File: config.mk
export PLATFORM = sky130hd
export DESIGN_NAME = sbe_ctrl
export DESIGN_NICKNAME = d
export VERILOG_FILES = /design/src/rtl/sbe_pkg.sv /design/src/rtl/sbe_ctrl.sv
export SDC_FILE = /design/constraint.sdc
export NUM_CORES = 1
export LEC_CHECK = 0
export BUFFER_PORTS_ARGS = -buffer_cell sky130_fd_sc_hd__buf_2
export CAP_MARGIN = 10
export CORE_AREA = 2 2 39 41
export DETAILED_ROUTE_END_ITERATION = 16
export DIE_AREA = 0 0 41 43
export GPL_TIMING_DRIVEN = 0
export PLACE_DENSITY = 0.48
export SYNTH_ARGS = -nofsm -noshare
export SYNTH_HDL_FRONTEND = slang
export SYNTH_SLANG_ARGS = --single-unit
File: constraint.sdc
create_clock -name clk -period 1.3 [get_ports clk]
set_input_delay 0.325 -clock clk [delete_from_list [all_inputs] [get_ports clk]]
set_output_delay 0.325 -clock clk [all_outputs]
set_load 0.01 [all_outputs]
File: src/rtl/sbe_pkg.sv
`default_nettype none
package sbe_pkg;

  localparam int DEF_OPERAND_DEPTH = 256;
  localparam int DEF_RETURN_DEPTH  = 64;
  localparam int DEF_MEM_WORDS     = 1024;

  localparam int IN_W  = 48;
  localparam int OUT_W = 80;

  localparam logic [7:0] OP_PUSH  = 8'h01;
  localparam logic [7:0] OP_POP   = 8'h02;
  localparam logic [7:0] OP_DUP   = 8'h03;
  localparam logic [7:0] OP_ADD   = 8'h10;
  localparam logic [7:0] OP_SUB   = 8'h11;
  localparam logic [7:0] OP_MUL   = 8'h12;
  localparam logic [7:0] OP_DIV   = 8'h13;
  localparam logic [7:0] OP_CMP   = 8'h14;
  localparam logic [7:0] OP_JMP   = 8'h20;
  localparam logic [7:0] OP_JZ    = 8'h21;
  localparam logic [7:0] OP_JNZ   = 8'h22;
  localparam logic [7:0] OP_STORE = 8'h30;
  localparam logic [7:0] OP_LOAD  = 8'h31;
  localparam logic [7:0] OP_CALL  = 8'h40;
  localparam logic [7:0] OP_RET   = 8'h41;
  localparam logic [7:0] OP_HALT  = 8'hFF;

  typedef enum logic [3:0] {
    ERR_NONE        = 4'd0,
    ERR_UNDER       = 4'd1,
    ERR_DIV0        = 4'd2,
    ERR_JUMP        = 4'd3,
    ERR_INDEX       = 4'd4,
    ERR_RET         = 4'd5,
    ERR_OPCODE      = 4'd6,
    ERR_OVF_OPERAND = 4'd7,
    ERR_OVF_RETURN  = 4'd8
  } err_t;

  typedef enum logic [2:0] {
    ST_CLEAR, ST_IDLE, ST_READ, ST_EXEC, ST_DIV, ST_COMMIT, ST_OUT
  } state_t;

  typedef struct packed {
    logic take;
    logic clr;
    logic read;
    logic exec;
    logic commit;
    logic load_out;
  } cmd_t;

  typedef struct packed {
    logic clr_last;
    logic div_go;
    logic div_done;
    logic out_free;
  } sts_t;

endpackage
`default_nettype wire

File: src/rtl/sbe_ctrl.sv
`default_nettype none
module sbe_ctrl import sbe_pkg::*; (
  input  wire logic clk,
  input  wire logic rst_n,
  input  wire logic in_tvalid,
  output logic      in_tready,
  input  wire sts_t sts,
  output cmd_t      cmd
);
  state_t state_r, state_nxt;

  always_ff @(posedge clk) begin
    if (!rst_n) state_r <= ST_CLEAR;
    else        state_r <= state_nxt;
  end

  always_comb begin
    state_nxt = state_r;
    unique case (state_r)
      ST_CLEAR:  if (sts.clr_last) state_nxt = ST_IDLE;
      ST_IDLE:   if (in_tvalid) state_nxt = ST_READ;
      ST_READ:   state_nxt = ST_EXEC;
      ST_EXEC:   state_nxt = sts.div_go ? ST_DIV : ST_COMMIT;
      ST_DIV:    if (sts.div_done) state_nxt = ST_COMMIT;
      ST_COMMIT: state_nxt = ST_OUT;
      ST_OUT:    if (sts.out_free) state_nxt = ST_IDLE;
      default:   state_nxt = ST_IDLE;
    endcase
  end

  always_comb begin
    cmd = '0;
    in_tready = 1'b0;
    unique case (state_r)
      ST_CLEAR:  cmd.clr = 1'b1;
      ST_IDLE: begin
        in_tready = 1'b1;
        cmd.take  = in_tvalid;
      end
      ST_READ:   cmd.read = 1'b1;
      ST_EXEC:   cmd.exec = 1'b1;
      ST_DIV:    cmd = '0;
      ST_COMMIT: cmd.commit = 1'b1;
      ST_OUT:    cmd.load_out = sts.out_free;
      default:   cmd = '0;
    endcase
  end
endmodule
`default_nettype wire

==> results.yml <==
global_route:
  grtUsageMet2: 0.153
  overflow: 0
  grtUsageMet3: 0.0628
  antenna_found_initial: 0
  grt_pass1_wl_mm: 1.26
  grt_pass1_vias: 322
  met1_usage: 0.128
  grt_max_degree: 11
  track_usage: 0.104
  grt_most_used_layer: "met2"
route:
  postRouteAntennaNets: 0
  first_iter_violations: 3
  wire_per_inst_um: 11.1
  via_per_inst: 4.68
  drc: 0
  dr_total_vias: 384
  firstDrtPassIters: 3
  routed_wl_um: 911
finish:
  regMostFlops: "state_r"
  nFillCells: 155
  largest_reg_flops: 3
  final_cell_mix: "buf_2, buf_4, buf_6"
  top_regs: "state_r: 3 flops"
  stdcell_count: 82
  area_delta_synth_final_pct: 86.4
  nets: 75
  drive_above_1_share: 0.758
  diodes: 0
  final_common_cell: "buf_2"
setup_path:
  startpoint_type: "flop"
  r2r_setup_slack_ns: 0.01
  cpMaxStageDelayCell: "dfxtp_2"
  critPathBufInv: 2
  crit_chain: "buf_6 > nor2_4 > and3_4 > buf_6"
  r2r-end: "state_r[0]"
  crit_family: "flip-flops"
  cp.arrival_ns: 1.07
  max_stage_delay_ns: 0.32
  crit_fanout: 7
  crit_required_ns: 0.98
  cp-end-kind: "output port"
  regToRegStartpoint: "state_r[1]"
  worst-setup-path-type: "flop to output port"
  reg2regPathDepth: 7
  crit_top_cell: "buf_6"
power:
  vdd_drop_max_mv: 0.520
  powerDensity_nw_per_um2: 1010
  power.switching_mw: 0.199
  p_int_mw: 0.393
  clkPwrFrac: 0.282
  swShare: 0.336
  power_frac_seq: 0.196
  combPwrFrac: 0.522
  leakage_nw: 0.250
  power.total_mw: 0.592
worst_hold_path:
  min_from: "rst_n"
  hold_depth: 2
  min_to: "state_r[2]"
  hold_class: "input pin to flop"
run_status:
  violations: "setup timing"
  status: "finished, violations left"
timing:
  fmax_mhz: 719
  min_period_ns: 1.39
  drv_slew: 0
  setup_tns_ns: -0.402
  fin_crit_sh: 1.07
  skew_ns: 0.00133
  relSlewSlack: 0.798
  hold_viol_final: 0
  tightest_slew_ns: 0.299
  grt_setup_unrepaired: "yes"
  fin_ws_ns: -0.0916
  setup_viol: 7
synthesis:
  seq_area_frac_synth: 0.192
  syn_avg_cell_area_um2: 8.02
  synth_edf_count: 0
  netlist_area_um2: 313
  syn_nets: 47
  async_flop_share: 0
  synth-main-ff-cell: "dfxtp_1"
  ys_ff_latch: 3
  synth_cells: 39
  synth_cell_types: 28
  synth_warnings: 0
clock_tree:
  clock_sinks: 3
  cts_max_path_buffers: 2
  clk_pin_slew_ns: 0.04
  cts_buffers: 3
  worstSkewPairLatency_ns: 0.23
  h-tree-depth: 1
  cts_root_buf: "clkbuf_4"
  cts_tree: "yes"
floorplanning:
  start_util: 0.226
  die-area_um2: 1760
  pin_count: 14
  die_h_um: 43
  die_w_um: 41
  fp-row-count: 14
  core_area_um2: 1380
placed_design:
  dp.cells: 68
  dp_hpwl_um: 571
  portBuffers: 13
  place_congestion: 0.636
run:
  drv_cap: 0
## layer usage
| layer | vias to the layer above | wire [um] |
|---|---|---|
| met5 | - | 0 |
| met4 | 0 | 0 |
| met3 | 0 | 43 |
| met2 | 10 | 466 |
| met1 | 177 | 401 |
| li1 | 197 | - |
## area by class of cell
cell class	count	area (um^2)	share of cell area
well taps	16	20.0	0.0343
plain buffers	3	33.8	0.0579
inverters	2	10.0	0.0172
flip-flops and latches	3	63.8	0.109
multi-input cells	31	277	0.474
clock buffers	4	26.3	0.0451
repair buffers	23	153	0.262
## per-stage QoR
step / util / instance area [um^2] / setup slack [ns] / hold slack [ns]
floorplan: - / 325 / 0.00415 / 0.478
global placement: 0.297 / 410 / -0.143 / 0.608
detailed placement: 0.297 / 410 / -0.128 / 0.605
CTS: 0.367 / 508 / -0.0883 / 0.357
global route: 0.421 / 583 / -0.136 / 0.357
finish: 0.421 / 583 / -0.0916 / 0.362
## cells in the mapped netlist (2+ instances only)
| master | instances | area, um^2 |
|---|---|---|
| buf_4 | 2 | 15.0 |
| dfxtp_1 | 3 | 60.1 |
| inv_1 | 2 | 7.51 |
| nand2_1 | 2 | 7.51 |
| nand2b_1 | 2 | 12.5 |
| nor2_1 | 4 | 15.0 |
| nor2b_1 | 2 | 12.5 |
| o21ai_0 | 2 | 10.0 |
## how the worst max path moves through the flow
stage | startpoint | to | slack [ns] | depth (start not counted)
2_1_floorplan | state_r[1] | state_r[2] | 0.004 | 7
3_3_place_gp | state_r[1] | state_r[2] | -0.14 | 7
3_5_place_dp | state_r[1] | state_r[2] | -0.13 | 7
4_1_cts | state_r[1] | cmd[5] | -0.09 | 4
5_1_grt | state_r[2] | cmd[5] | -0.14 | 4
6_report | state_r[2] | cmd[5] | -0.09 | 4
## cell families (layout without fill, tap and decap cells)
group           Yosys count  after routing  synth area share
simple gates             16             16             0.300
buf+inv                   5             32             0.108
fa+ha+maj                 1              1            0.0400
mux                       1              1            0.0320
flops                     3              3             0.192
compound gates           13             13             0.328
## worst register-to-register path: stages (launching register included)
cell and delay (ns):
dfxtp_2 0.34, buf_6 0.14, nor2_4 0.04, buf_4 0.12, buf_4 0.13, a211oi_2 0.18, o22ai_1 0.13, a21oi_2 0.13
## power groups by stage
stage          combinational, mW  clock (mW)  sequential (mW)
5_1_grt                    0.334       0.184            0.117
3_3_place_gp               0.201           0            0.110
6_report                   0.309       0.167            0.116
3_5_place_dp               0.201           0            0.110
2_1_floorplan              0.146           0            0.109
4_1_cts                    0.251       0.175            0.113
## what timing repair did
action	in CTS	in global routing
hold buffers	0	0
setup endpoints to repair	9	10
endpoints found under the hold margin	0	0
setup buffers	5	3
pin swaps	3	8
cloned	1	1
gates resized for setup	9	15
Note: power is estimated with default switching activity, not from simulation.
